`src/rtl/bfm_pkg.sv`:
```
// ============================================================================
// Bloom filter package
// Shared constants, codes and types of the Bloom filter with MurmurHash3.
// ============================================================================
package bfm_pkg;

    // Filter geometry.
    localparam int MAX_BITS   = 65536;
    localparam int MAX_HASHES = 6;
    localparam int ADDR_W     = $clog2(MAX_BITS);
    localparam int CNT_W      = ADDR_W + 1;
    localparam int HIDX_W     = $clog2(MAX_HASHES + 1);
    localparam int HCNT_W     = 3;

    // The bit store is kept as rows of ROW_W bits.
    localparam int ROW_W      = 32;
    localparam int SEL_W      = $clog2(ROW_W);
    localparam int ROW_ADDR_W = ADDR_W - SEL_W;
    localparam int ROWS       = MAX_BITS / ROW_W;

    // The remainder unit retires two dividend bits a cycle.
    localparam int HASH_W     = 32;
    localparam int MOD_STEPS  = HASH_W / 2;
    localparam int STEP_W     = $clog2(MOD_STEPS);

    // Probe queue between the hash front end and the memory back end.
    localparam int QUEUE_DEPTH = 4;
    localparam int QPTR_W      = $clog2(QUEUE_DEPTH);

    // Configuration and data bus widths.
    localparam int CFG_IDX_W  = 4;
    localparam int CFG_DATA_W = 32;

    // MurmurHash3 x86_32 constants.
    localparam logic [HASH_W-1:0] MM_C1 = 32'hcc9e_2d51;
    localparam logic [HASH_W-1:0] MM_C2 = 32'h1b87_3593;
    localparam logic [HASH_W-1:0] MM_N  = 32'he654_6b64;
    localparam logic [HASH_W-1:0] MM_F1 = 32'h85eb_ca6b;
    localparam logic [HASH_W-1:0] MM_F2 = 32'hc2b2_ae35;
    localparam logic [HASH_W-1:0] MM_LEN = 32'd4;

    typedef enum logic [CFG_IDX_W-1:0] {
        CFG_BIT_COUNT  = 4'd0,
        CFG_HASH_COUNT = 4'd1,
        CFG_SEED_0     = 4'd2,
        CFG_SEED_1     = 4'd3,
        CFG_SEED_2     = 4'd4,
        CFG_SEED_3     = 4'd5,
        CFG_SEED_4     = 4'd6,
        CFG_SEED_5     = 4'd7
    } cfg_idx_t;

    typedef enum logic {
        CMD_INSERT = 1'b0,
        CMD_QUERY  = 1'b1
    } cmd_t;

    // Effective configuration as seen by the hash front end.
    typedef struct packed {
        logic [CNT_W-1:0]                    m;
        logic [HIDX_W-1:0]                   k;
        logic [MAX_HASHES-1:0][HASH_W-1:0]   seed;
    } cfg_t;

    // One bit access handed from the front end to the back end.
    typedef struct packed {
        logic              query;
        logic              last;
        logic [ADDR_W-1:0] addr;
    } probe_t;

    typedef enum logic [2:0] {
        F_IDLE,
        F_MIX,
        F_H1,
        F_H2,
        F_H3,
        F_H4,
        F_MOD,
        F_PUSH
    } front_state_t;

    typedef enum logic [1:0] {
        B_CLEAR,
        B_IDLE,
        B_CHECK
    } back_state_t;

endpackage

```
`src/rtl/bfm_front.sv`:
```
// ============================================================================
// Bloom filter hash front end
// Hashes a key under each seed with one shared multiplier, reduces each hash
// modulo the bit count and pushes the bit addresses into the probe queue.
// ============================================================================
module bfm_front import bfm_pkg::*; (
    input  logic              clk,
    input  logic              rst_n,
    input  logic              go,
    input  logic              is_query,
    input  logic [HASH_W-1:0] key,
    input  cfg_t              cfg,
    input  logic              full,
    output logic              push,
    output probe_t            entry
);

    front_state_t      state_reg, state_next;
    logic              query_reg, query_next;
    logic [HIDX_W-1:0] idx_reg, idx_next;
    logic [HASH_W-1:0] k2_reg, k2_next;
    logic [HASH_W-1:0] prod_reg, prod_next;
    logic [HASH_W-1:0] dvd_reg, dvd_next;
    logic [ADDR_W-1:0] rem_reg, rem_next;
    logic [STEP_W-1:0] step_reg, step_next;

    logic [HASH_W-1:0] mul_a, mul_b, mul_p;
    logic [HASH_W-1:0] mix_a, mix_r;
    logic [CNT_W-1:0]  part1, rem1, part2, rem2;
    logic              last;

    // The one multiplier of the front end; only the low word is kept.
    assign mul_p = mul_a * mul_b;

    // Two restoring remainder steps per cycle.
    always_comb
    begin
        part1 = {rem_reg, dvd_reg[HASH_W-1]};
        rem1  = (part1 >= cfg.m) ? part1 - cfg.m : part1;
        part2 = {rem1[ADDR_W-1:0], dvd_reg[HASH_W-2]};
        rem2  = (part2 >= cfg.m) ? part2 - cfg.m : part2;
    end

    assign last = (HIDX_W'(idx_reg + 1'b1) == cfg.k);

    assign entry.query = query_reg;
    assign entry.last  = last;
    assign entry.addr  = rem_reg;

    always_ff @(posedge clk or negedge rst_n)
    begin
        if (!rst_n)
        begin
            state_reg <= F_IDLE;
            idx_reg   <= '0;
            step_reg  <= '0;
        end
        else
        begin
            state_reg <= state_next;
            idx_reg   <= idx_next;
            step_reg  <= step_next;
        end
    end

    always_ff @(posedge clk)
    begin
        query_reg <= query_next;
        k2_reg    <= k2_next;
        prod_reg  <= prod_next;
        dvd_reg   <= dvd_next;
        rem_reg   <= rem_next;
    end

    always_comb
    begin
        state_next = state_reg;
        query_next = query_reg;
        idx_next   = idx_reg;
        k2_next    = k2_reg;
        prod_next  = prod_reg;
        dvd_next   = dvd_reg;
        rem_next   = rem_reg;
        step_next  = step_reg;
        push       = 1'b0;
        mul_a      = '0;
        mul_b      = '0;
        mix_a      = '0;
        mix_r      = '0;
        unique case (state_reg)
            F_IDLE:
            begin
                if (go)
                begin
                    query_next = is_query;
                    idx_next   = '0;
                    mul_a      = key;
                    mul_b      = MM_C1;
                    prod_next  = mul_p;
                    state_next = F_MIX;
                end
            end
            F_MIX:
            begin
                // The key block is the same for every seed, so it is mixed once.
                mul_a      = {prod_reg[16:0], prod_reg[31:17]};
                mul_b      = MM_C2;
                k2_next    = mul_p;
                state_next = F_H1;
            end
            F_H1:
            begin
                mix_a      = cfg.seed[idx_reg] ^ k2_reg;
                mix_r      = {mix_a[18:0], mix_a[31:19]};
                prod_next  = (mix_r << 2) + mix_r + MM_N;
                state_next = F_H2;
            end
            F_H2:
            begin
                mix_a      = prod_reg ^ MM_LEN;
                mix_r      = mix_a ^ (mix_a >> 16);
                mul_a      = mix_r;
                mul_b      = MM_F1;
                prod_next  = mul_p;
                state_next = F_H3;
            end
            F_H3:
            begin
                mix_a      = prod_reg ^ (prod_reg >> 13);
                mul_a      = mix_a;
                mul_b      = MM_F2;
                prod_next  = mul_p;
                state_next = F_H4;
            end
            F_H4:
            begin
                dvd_next   = prod_reg ^ (prod_reg >> 16);
                rem_next   = '0;
                step_next  = '0;
                state_next = F_MOD;
            end
            F_MOD:
            begin
                rem_next  = rem2[ADDR_W-1:0];
                dvd_next  = {dvd_reg[HASH_W-3:0], 2'b00};
                step_next = STEP_W'(step_reg + 1'b1);
                if (&step_reg)
                begin
                    state_next = F_PUSH;
                end
            end
            F_PUSH:
            begin
                if (!full)
                begin
                    push = 1'b1;
                    if (last)
                    begin
                        state_next = F_IDLE;
                    end
                    else
                    begin
                        idx_next   = HIDX_W'(idx_reg + 1'b1);
                        state_next = F_H1;
                    end
                end
            end
            default:
            begin
                state_next = F_IDLE;
            end
        endcase
    end

endmodule

```
`config.mk`:
```
export PLATFORM = sky130hd
export DESIGN_NAME = bfm_front
export DESIGN_NICKNAME = d
export VERILOG_FILES = /design/src/rtl/bfm_pkg.sv /design/src/rtl/bfm_front.sv
export SDC_FILE = /design/constraint.sdc
export NUM_CORES = 2
export LEC_CHECK = 0
export BUFFER_PORTS_ARGS = -buffer_cell sky130_fd_sc_hd__buf_2
export CAP_MARGIN = 20
export CORE_ASPECT_RATIO = 0.9
export CORE_UTILIZATION = 54
export DETAILED_ROUTE_END_ITERATION = 10
export PLACE_DENSITY = 0.74
export SLEW_MARGIN = 20
export SYNTH_ARGS = -nofsm -noshare
export SYNTH_HDL_FRONTEND = slang
export SYNTH_SLANG_ARGS = --single-unit
```
`constraint.sdc`:
```
create_clock -name clk -period 12.2 [get_ports clk]
set_clock_uncertainty 0.2 [all_clocks]
set_input_delay 3.05 -clock clk [delete_from_list [all_inputs] [get_ports clk]]
set_output_delay 3.05 -clock clk [all_outputs]
set_load 0.02 [all_outputs]
```
==> impl_metrics.toml <==
[status]
status = "finished, final reports clean"

[synth]
yosysUniqueCellTypes = 68
synth_area_leaders = "fa_1 32%, edfxtp_1 13%, ha_1 11%"
syn_nets = 3596
ys_warn_count = 0
synth_async_sr_flop_share = 0.08130
synth_seq_cells = 123
syn_avg_cell_area_um2 = 9.248
synth_cells = 2723
synth_ff_type = "edfxtp_1"
yosys.area.top_type_share = 0.3188
ys_seq_area_frac = 0.1447
netlist_area_um2 = 25180
synth-edff-count = 113
synth_top_cell_by_area = "fa_1"

[clock_tree]
cts_hold_buf = 0
clock_sinks = 123
cts_tree = "done"
cts_buffers = 17
cts.clk_slew.worst_paths_ps = 60
clk_latency_ps = 440
postCtsSetupBuffers = 0
cts-root-buf = "clkbuf_16"
cts.htree.levels = 4
cts_resized = 0
clock_tree.buffer_depth = 2

[run]
cap_violations = 0

[drt]
wl_um = 97420
wl_per_cell_um = 27.09
viasPerCell = 5.915
drc_errors = 0
dr.first_iter.drc_count = 2282
first_pass_iters = 6
vias = 21270
antenna_left = 0

[global_routing]
grt-busiest-layer = "met2"
grt_overflow = 0
grt_use_met2 = 0.6355
grt_pass1_vias = 21530
grt_pass1_wl_um = 140500
antenna_found_initial = 3
grt_max_degree = 56
grtUsageMet3 = 0.1203
grt_usage = 0.4199
use_met1 = 0.5629

[timing]
slew_headroom = 0.2717
period_minus_slack_ps = 11280
tightestPinTransition_ps = 1092
finalCritPeriodShare = 0.9248
final_hold_viol_count = 0
rsz0062_at_grt = "no"
slew_violations = 0
clock.fmax_mhz = 88.63
finalSetupViolCount = 0
finalSetupTns_ps = 0

[placement]
dp.cells = 3563
dpl.hpwl_um = 84020
io_buffers = 267
place_congestion = 1.070

[worst_setup_path]
cp_slowest_stage_delay_ps = 710
cp_num_buf_inv = 6
arrival_ps = 11260
endpoint_kind = "register"
worst_path_max_delay_cell = "fa_1"
crit_fanout = 13
cp.required_ps = 12170
critPathKind = "primary input to register"
cp_common_cell = "fa_1"
start_kind = "primary input"
crit_family = "adder cells"

[floorplan]
die_area_um2 = 47500
fp.dieW_um = 229.6
ios = 268
core-area_um2 = 45740
rows = 74
start_util = 0.5506
die_y_um = 206.9

[layout]
area_growth_pct = 11.49
fillers = 3996
fin_cells = 3596
n_antenna_cell = 0
multi_input_area_um2 = 18990
regArea_um2 = 3647
drive_gt1_frac = 0.1449
nets = 3848

[min_path]
min_path_type = "register to register"
-- cells in the mapped netlist (11+ instances only) --
library cell / count
inv_1: 578
fa_1: 401
nand2_1: 245
ha_1: 223
nor2_1: 210
xnor2_1: 163
a21oi_1: 160
edfxtp_1: 113
o21ai_0: 89
clkbuf_1: 74
xor2_1: 42
a21o_1: 35
mux2i_1: 32
mux4_2: 32
nand3_1: 29
nand2b_1: 26
nor2b_1: 18
and2_1: 16
nor3_1: 16
o21a_1: 16
buf_1: 15
mux2_2: 13
nand4_1: 11
o21bai_1: 11
-- per-stage QoR --
step	area, um2	util	setup WS, ps	hold slack, ps
4_1_cts	28070	0.6137	1073	308.8
3_3_place_gp	27440	0.5999	698.9	289.4
2_1_floorplan	25180	-	1017	272.6
6_report	28080	0.6138	917.3	311.9
3_5_place_dp	27440	0.5999	633.5	295.8
5_1_grt	28080	0.6138	584.5	340.7
-- placed cells by master (no fill, tap or decap), types with 6 or more instances in the layout --
cell type  count
nand3_1       29
fa_1         401
mux2i_1       32
o21bai_1      11
mux4_2        32
buf_2        267
ha_1         223
a22oi_1       10
dfrtp_1        9
nor2b_1       17
nand3b_1       6
xnor2_1      163
and3_1         7
a31oi_1       10
mux2_2        13
nor2_1       210
or2_2          8
o21ai_0       88
buf_4         66
edfxtp_1     113
nand4_1       11
clkbuf_16     17
nand2_1      245
xor2_1        42
nor3_1        16
a21oi_1      159
a211o_1        7
a21o_1        35
o2bb2ai_1      7
o22ai_1        6
and2_1        16
nand2b_1      26
inv_1        577
a211oi_1       8
o21a_1        16
-- cell families (layout without fill, tap and decap cells) --
group	after synthesis	count (layout)	share of synthesized area
mux	77	77	0.04715
compound gates	399	399	0.09624
simple gates	612	612	0.1066
flops	123	123	0.1447
fa+ha+maj	624	624	0.4296
xor+xnor	207	207	0.07309
buf+inv	681	946	0.1026
-- layout make-up --
class	instances	area share
Clock buffer	18	0.01529
Multi-Input combinational cell	1919	0.6765
Clock inverter	14	0.007130
Timing Repair Buffer	335	0.06667
Sequential cell	123	0.1299
Tap cell	608	0.02710
Inverter	579	0.07745
-- final timing paths --
kind,from,endpoint,slack (ps),cells after the start
max,go,prod_reg[31]$_DFFE_PP_,920,30
min,dvd_reg[27]$_DFFE_PP_,dvd_reg[29]$_DFFE_PP_,310,2
max reg2reg,state_reg[1]$_DFFE_PN0P_,prod_reg[31]$_DFFE_PP_,1850,33
min reg2reg,dvd_reg[27]$_DFFE_PP_,dvd_reg[29]$_DFFE_PP_,310,2
max in group asynchronous,rst_n,idx_reg[0]$_DFFE_PN0P_,9300,1
min in group asynchronous,rst_n,state_reg[2]$_DFFE_PN0P_,2270,1
-- worst reg2reg max path, delay by kind of cell, from the launching register on --
kind | cells | cell delay, ps
simple gates | 5 | 780
xor+xnor | 10 | 2260
fa+ha+maj | 8 | 3950
compound gates | 3 | 460
buf+inv | 7 | 1780
flops | 1 | 660
-- layer usage --
layer,vias up,routed length (um)
met4,4,4842
met2,1368,42200
met5,-,154
met1,10500,38760
li1,9167,-
met3,231,11470
Power is not shown: default switching activity piles up to over one toggle a cycle in this logic, so the estimate is an artifact.
