[config.mk]
export PLATFORM = sky130hd
export DESIGN_NAME = bfm_queue
export DESIGN_NICKNAME = d
export VERILOG_FILES = /design/src/rtl/bfm_pkg.sv /design/src/rtl/bfm_queue.sv
export SDC_FILE = /design/constraint.sdc
export NUM_CORES = 1
export LEC_CHECK = 0
export BUFFER_PORTS_ARGS = -buffer_cell sky130_fd_sc_hd__buf_2
export CAP_MARGIN = 30
export CORE_MARGIN = 3
export CORE_UTILIZATION = 60
export DETAILED_ROUTE_END_ITERATION = 16
export PLACE_DENSITY = 0.85
export SKIP_LAST_GASP = 1
export SYNTH_ARGS = -nofsm -noshare
export SYNTH_HDL_FRONTEND = slang
export SYNTH_SLANG_ARGS = --single-unit
export TNS_END_PERCENT = 1
[constraint.sdc]
create_clock -name clk -period 4.22 [get_ports clk]
set_input_delay 0.844 -clock clk [delete_from_list [all_inputs] [get_ports clk]]
set_output_delay 0.844 -clock clk [all_outputs]
set_load 0.01 [all_outputs]
[src/rtl/bfm_pkg.sv]
// ============================================================================
// Bloom filter package
// Shared constants, codes and types of the Bloom filter with MurmurHash3.
// ============================================================================
package bfm_pkg;

    // Filter geometry.
    localparam int MAX_BITS   = 65536;
    localparam int MAX_HASHES = 6;
    localparam int ADDR_W     = $clog2(MAX_BITS);
    localparam int CNT_W      = ADDR_W + 1;
    localparam int HIDX_W     = $clog2(MAX_HASHES + 1);
    localparam int HCNT_W     = 3;

    // The bit store is kept as rows of ROW_W bits.
    localparam int ROW_W      = 32;
    localparam int SEL_W      = $clog2(ROW_W);
    localparam int ROW_ADDR_W = ADDR_W - SEL_W;
    localparam int ROWS       = MAX_BITS / ROW_W;

    // The remainder unit retires two dividend bits a cycle.
    localparam int HASH_W     = 32;
    localparam int MOD_STEPS  = HASH_W / 2;
    localparam int STEP_W     = $clog2(MOD_STEPS);

    // Probe queue between the hash front end and the memory back end.
    localparam int QUEUE_DEPTH = 4;
    localparam int QPTR_W      = $clog2(QUEUE_DEPTH);

    // Configuration and data bus widths.
    localparam int CFG_IDX_W  = 4;
    localparam int CFG_DATA_W = 32;

    // MurmurHash3 x86_32 constants.
    localparam logic [HASH_W-1:0] MM_C1 = 32'hcc9e_2d51;
    localparam logic [HASH_W-1:0] MM_C2 = 32'h1b87_3593;
    localparam logic [HASH_W-1:0] MM_N  = 32'he654_6b64;
    localparam logic [HASH_W-1:0] MM_F1 = 32'h85eb_ca6b;
    localparam logic [HASH_W-1:0] MM_F2 = 32'hc2b2_ae35;
    localparam logic [HASH_W-1:0] MM_LEN = 32'd4;

    typedef enum logic [CFG_IDX_W-1:0] {
        CFG_BIT_COUNT  = 4'd0,
        CFG_HASH_COUNT = 4'd1,
        CFG_SEED_0     = 4'd2,
        CFG_SEED_1     = 4'd3,
        CFG_SEED_2     = 4'd4,
        CFG_SEED_3     = 4'd5,
        CFG_SEED_4     = 4'd6,
        CFG_SEED_5     = 4'd7
    } cfg_idx_t;

    typedef enum logic {
        CMD_INSERT = 1'b0,
        CMD_QUERY  = 1'b1
    } cmd_t;

    // Effective configuration as seen by the hash front end.
    typedef struct packed {
        logic [CNT_W-1:0]                    m;
        logic [HIDX_W-1:0]                   k;
        logic [MAX_HASHES-1:0][HASH_W-1:0]   seed;
    } cfg_t;

    // One bit access handed from the front end to the back end.
    typedef struct packed {
        logic              query;
        logic              last;
        logic [ADDR_W-1:0] addr;
    } probe_t;

    typedef enum logic [2:0] {
        F_IDLE,
        F_MIX,
        F_H1,
        F_H2,
        F_H3,
        F_H4,
        F_MOD,
        F_PUSH
    } front_state_t;

    typedef enum logic [1:0] {
        B_CLEAR,
        B_IDLE,
        B_CHECK
    } back_state_t;

endpackage

[src/rtl/bfm_queue.sv]
// ============================================================================
// Bloom filter probe queue
// Small first-in first-out buffer of bit accesses between front and back end.
// ============================================================================
module bfm_queue import bfm_pkg::*; (
    input  logic   clk,
    input  logic   rst_n,
    input  logic   push,
    input  probe_t din,
    input  logic   pop,
    output probe_t dout,
    output logic   empty,
    output logic   full
);

    probe_t            slot_reg [QUEUE_DEPTH];
    logic [QPTR_W-1:0] wr_reg, wr_next;
    logic [QPTR_W-1:0] rd_reg, rd_next;
    logic [QPTR_W:0]   cnt_reg, cnt_next;
    logic              do_push, do_pop;

    assign empty   = (cnt_reg == '0);
    assign full    = (cnt_reg == (QPTR_W + 1)'(QUEUE_DEPTH));
    assign do_push = push && !full;
    assign do_pop  = pop && !empty;
    assign dout    = slot_reg[rd_reg];

    always_comb
    begin
        wr_next  = do_push ? QPTR_W'(wr_reg + 1'b1) : wr_reg;
        rd_next  = do_pop ? QPTR_W'(rd_reg + 1'b1) : rd_reg;
        cnt_next = cnt_reg;
        if (do_push && !do_pop)
        begin
            cnt_next = (QPTR_W + 1)'(cnt_reg + 1'b1);
        end
        else if (do_pop && !do_push)
        begin
            cnt_next = (QPTR_W + 1)'(cnt_reg - 1'b1);
        end
    end

    always_ff @(posedge clk or negedge rst_n)
    begin
        if (!rst_n)
        begin
            wr_reg  <= '0;
            rd_reg  <= '0;
            cnt_reg <= '0;
        end
        else
        begin
            wr_reg  <= wr_next;
            rd_reg  <= rd_next;
            cnt_reg <= cnt_next;
        end
    end

    always_ff @(posedge clk)
    begin
        if (do_push)
        begin
            slot_reg[wr_reg] <= din;
        end
    end

endmodule

==> results of run 1 <==
Yosys cell counts (all sizes together):
master	n	area, um^2
or3	1	6.26
mux2	2	26.3
nand3	1	5.00
xnor2	4	35.0
nand2	1	3.75
ha	5	62.6
edfxtp	72	2160
and2	4	25.0
fa	1	20.0
nor3b	1	12.5
inv	4	15.0
buf	5	33.8
nor2b	1	6.26
dfrtp	7	175
xor2	2	17.5
mux4	18	405
nor2	1	3.75
cell usage in the layout, fill, tap and decap left out:
cell type  Yosys  routed
inv_1          4       4
mux2_2         1       1
mux2_4         1       1
clkbuf_8       0      11
dfrtp_1        7       7
nor2b_1        1       1
edfxtp_1      72      72
ha_1           5       5
buf_2          3      41
clkinv_1       0       1
nand3_1        1       1
nand2_1        1       1
mux4_2        18      18
clkinv_2       0       1
and2_1         4       4
nor2_1         1       1
xnor2_1        4       4
xor2_1         2       2
fa_1           1       1
nor3b_2        1       1
or3_1          1       1
clkbuf_1       0       1
bufinv_16      0       2
buf_4          1       1
report_power, final:
part	total, W	switching, W	internal, W
clock	0.000608	0.000245	0.000363
combinational	0.000666	0.000311	0.000355
sequential	0.00118	0.000136	0.00105
total	0.00246	0.000693	0.00177
cell type report:
class | instances | area share, %
well taps | 67 | 2.39
inverters | 4 | 0.429
clock buffers | 12 | 4.43
clock inverters | 4 | 1.96
repair buffers | 42 | 6.07
flip-flops and latches | 79 | 66.7
multi-input cells | 42 | 18.0
path summary, 6_finish.rpt:
path                                        start                endpoint  slack, ps  cells past startpoint
max                         rd_reg[0]$_DFFE_PN0P_                 dout[0]       1140                      3
min                                         rst_n   wr_reg[0]$_DFFE_PN0P_        330                      1
max reg2reg                cnt_reg[2]$_DFFE_PN0P_  cnt_reg[2]$_DFFE_PN0P_       1960                      8
min reg2reg                cnt_reg[2]$_DFFE_PN0P_  cnt_reg[2]$_DFFE_PN0P_        500                      1
max in group asynchronous                   rst_n  cnt_reg[0]$_DFFE_PN0P_       3720                      1
min in group clk           cnt_reg[2]$_DFFE_PN0P_  cnt_reg[2]$_DFFE_PN0P_        500                      1
logic make-up (layout without fill, tap and decap cells):
group | count (synthesis) | in the layout | synth area share (%)
adder cells (fa/ha/maj) | 6 | 6 | 2.74
buffers and inverters | 9 | 62 | 1.62
XOR/XNOR | 6 | 6 | 1.74
AND/OR/NAND/NOR | 10 | 10 | 2.07
flip-flops | 79 | 79 | 77.5
multiplexers | 20 | 20 | 14.3
metrics by stage:
| step | hold WS, ps | instances |
|---|---|---|
| 6_report | 332 | 250 |
| 5_1_grt | 322 | 250 |
| 4_1_cts | 327 | 250 |
| 3_5_place_dp | 488 | 234 |
| 3_3_place_gp | 463 | 234 |
| 2_1_floorplan | 445 | 130 |
routing by layer:
layer | vias to the layer above | GRT usage, % | wire [um]
met5 | - | 0 | 0
met4 | 0 | 7.25 | 56
met3 | 5 | 5.28 | 271
met2 | 49 | 30.9 | 2660
met1 | 708 | 23.7 | 1900
li1 | 615 | - | -
==> results_dict.tcl, run 1 <==
set metrics [dict create \
    final_area_um2 3500 \
    cp.required_ps 3380 \
    min_period_over_period_pct 72.9 \
    die_area_um2 5910 \
    grt_setup_unrepaired "no" \
    largest_reg_flops 72 \
    multiInputGateArea_um2 629 \
    postCtsHoldBufs 0 \
    synthesis.nets 158 \
    end_kind "output port" \
    cts_tree "yes" \
    yosysWarnings 0 \
    place_congestion 0.749 \
    cp-start-kind "flip-flop" \
    initial_utilization_pct 63.0 \
    power.density_nw_per_um2 702 \
    num_vias 1377 \
    irDropWorstVdd_uv 420 \
    rows 25 \
    drive_gt1_share_pct 42.1 \
    synth_cell_types 20 \
    slowest_stage "dfrtp_1" \
    numCtsBuffers 9 \
    fp.dieW_um 76.9 \
    cts_resized 0 \
    synth.avg_cell_area_um2 23.2 \
    synthToLayoutAreaGrowth_pct 16.1 \
    slew_viol_final 0 \
    final_antenna_net_count 0 \
    cts_max_level 3 \
    first_pass_iters 4 \
    final_core_util_pct 73.2 \
    clkTransAtPathRegs_ps 70 \
    grt_pass1_vias 1516 \
    ios 42 \
    grt_usage_pct 18.7 \
    cts_buffer_depth 2 \
    syn_area_um2 3020 \
    antenna_found_initial 0 \
    worstMarginPinSlew_ps 949 \
    drv_cap 0 \
    port_buffers 41 \
    wl_per_cell_um 19.5 \
    drc 0 \
    grt_max_degree 20 \
    fp.dieH_um 76.9 \
    place_ws_ps 1460 \
    setup_violations 0 \
    worst-path-buf-inv 2 \
    synth_cells 130 \
    grt_first_pass_wirelength_um 8000 \
    critPathMaxStageDelay_ps 920 \
    placed_area_um2 3280 \
    layout_setup_ws_ps 1140 \
    clkSinkCount 79 \
    fillers 286 \
    hold_viol 0 \
    power_w 0.00246 \
    finalNetCount 206 \
    fmax_ghz 0.325 \
    synth_seq_cells 79 \
    regArea_um2 2340 \
    worstPathCellList "buf_4 -> mux4_2 -> buf_2" \
    ys_seq_area_share_pct 77.5 \
    wirelength_um 4880 \
    power_leakage_nw 1.26 \
    dpl.hpwl_um 3170 \
    fin_skew_ps 10.8 \
    crit_family "flip-flops" \
    vias_per_cell 5.51 \
    cts_setup_buffers 0 \
    clk_latency_ps 340 \
    num_antenna_cells 0 \
    hp-class "in2async" \
    fp.coreArea_um2 4790 \
    cts-root-buf "clkbuf_8" \
    drt_iter0_drc 94 \
    period_minus_slack_ps 3080 \
    crit_arrival_ps 2230 \
    crit_fanout 15 \
    path_class "reg2out" \
    grt_overflow 0 \
    status "complete, no violations" \
    tns_ps 0 \
    slew_headroom_pct 36.8 \
]
(Power assumes the default switching activity.)
==> inputs of run 2 (changes only) <==
- CORE_UTILIZATION: 60 -> 51
- PLACE_DENSITY: 0.85 -> 0.77
- clock period: 4.22 -> 2.7 ns (I/O delays scaled with it)
==> run 2 against run 1 <==
  * Critical path depth grew 5
  * Sequential power grew 48%
  * Sequential cell count is the same
  * Cell count grew 4.4%
  * Combinational power grew 77%
  * Hold slack lost 300 ps
  * Power grew 51%
  * Sequential share of layout area shrank 0.12 points
  * Critical endpoint is now cnt_reg[2]$_DFFE_PN0P_
==> results_dict.tcl, run 2 (synthesis results as in run 1) <==
set metrics [dict create \
    slew_headroom_pct 67.8 \
    grt_overflow 0 \
    setup_violations 0 \
    drive_gt1_share_pct 42.9 \
    port_buffers 41 \
    layout_common_cells "72 x edfxtp_1, 41 x buf_2, 18 x mux4_2, 9 x clkbuf_8" \
    hold_viol 0 \
    cts_resized 0 \
    die_area_um2 6870 \
    clk_latency_ps 330 \
    synthToLayoutAreaGrowth_pct 16.3 \
    crit_arrival_ps 2520 \
    antenna_found_initial 0 \
    grt_usage_pct 15.3 \
    fmax_ghz 0.442 \
    grt_max_degree 13 \
    rows 27 \
    irDropWorstVdd_uv 648 \
    drc 0 \
    cts_buffer_depth 2 \
    grt_setup_unrepaired "no" \
    tns_ps 0 \
    vias_per_cell 5.28 \
    fin_skew_ps 7.97 \
    grt_pass1_vias 1567 \
    ios 42 \
    final_area_um2 3510 \
    num_antenna_cells 0 \
    cts_max_level 3 \
    drv_cap 0 \
    status "complete, no violations" \
    power_leakage_nw 1.27 \
    fp.coreArea_um2 5610 \
    wl_per_cell_um 18.5 \
    numCtsBuffers 9 \
    power.density_nw_per_um2 1060 \
    wirelength_um 4840 \
    cts_setup_buffers 0 \
    largest_reg_flops 72 \
    initial_utilization_pct 53.8 \
    finalNetCount 212 \
    crit_fanout 7 \
    slew_viol_final 0 \
    drt_iter0_drc 110 \
    fp.dieH_um 82.9 \
    hp-class "in2async" \
    hold_ws_ps 27.2 \
    layout_commonest_cell "edfxtp_1" \
    placed_area_um2 3330 \
    cp.required_ps 2960 \
    cts_tree "yes" \
    end_kind "flip-flop" \
    path_class "reg2reg" \
    worstMarginPinSlew_ps 482 \
    min_period_over_period_pct 83.8 \
    period_minus_slack_ps 2260 \
    clkTransAtPathRegs_ps 70 \
    fp.dieW_um 82.9 \
    final_antenna_net_count 0 \
    clkSinkCount 79 \
    grt_first_pass_wirelength_um 7940 \
    cp-start-kind "flip-flop" \
    postCtsHoldBufs 0 \
    place_congestion 0.660 \
    num_vias 1378 \
    dpl.hpwl_um 3520 \
    first_pass_iters 4 \
    cts-root-buf "clkbuf_8" \
    final_core_util_pct 62.6 \
]
run 2: cell type report:
class                   count  area, um^2
fillers                   412        2100
multi-input cells          42         629
inverters                   4        15.0
clock inverters             6        51.3
flip-flops and latches     79        2340
repair buffers             48         258
well taps                  72        90.1
clock buffers              10         128
run 2: per-stage QoR:
| step | setup WS, ps | total power [W] | instances |
|---|---|---|---|
| 6_report | 437 | 0.00372 | 261 |
| 5_1_grt | 274 | 0.00394 | 261 |
| 4_1_cts | 418 | 0.00378 | 261 |
| 3_5_place_dp | 366 | 0.00300 | 245 |
| 3_3_place_gp | 552 | 0.00292 | 245 |
| 2_1_floorplan | 704 | 0.00256 | 130 |
run 2: routing by layer:
metal	wire length, um	GRT usage (%)	up-vias
li1	-	-	630
met1	1860	17.2	711
met2	2740	27.3	29
met3	175	4.66	8
met4	66	5.65	0
met5	0	0	-
run 2: worst max-delay path, cell delays in order, from the launching register on:
cell,delay [ps]
dfrtp_1,410
nor3b_2,170
nor2b_1,400
ha_1,290
inv_1,70
fa_1,390
xor2_1,180
nor2_1,130
xor2_1,160
run 2: path summary, 6_finish.rpt:
kind / start / end / cells past startpoint / slack (ps)
max reg2reg: cnt_reg[2]$_DFFE_PN0P_ / cnt_reg[2]$_DFFE_PN0P_ / 8 / 440
min in group clk: din[3] / slot_reg[1][3]$_DFFE_PP_ / 1 / 420
min: rst_n / cnt_reg[1]$_DFFE_PN0P_ / 1 / 30
min reg2reg: cnt_reg[2]$_DFFE_PN0P_ / cnt_reg[2]$_DFFE_PN0P_ / 1 / 500
max: cnt_reg[2]$_DFFE_PN0P_ / cnt_reg[2]$_DFFE_PN0P_ / 8 / 440
max in group asynchronous: rst_n / wr_reg[0]$_DFFE_PN0P_ / 1 / 2520
run 2: where the power goes:
group / leakage, nW / switching (W) / total (W) / internal (W)
Clock: 0.0925 / 0.000371 / 0.000785 / 0.000415
Combinational: 0.438 / 0.000591 / 0.00118 / 0.000592
Sequential: 0.741 / 0.000121 / 0.00175 / 0.00163
Total: 1.27 / 0.00108 / 0.00372 / 0.00264
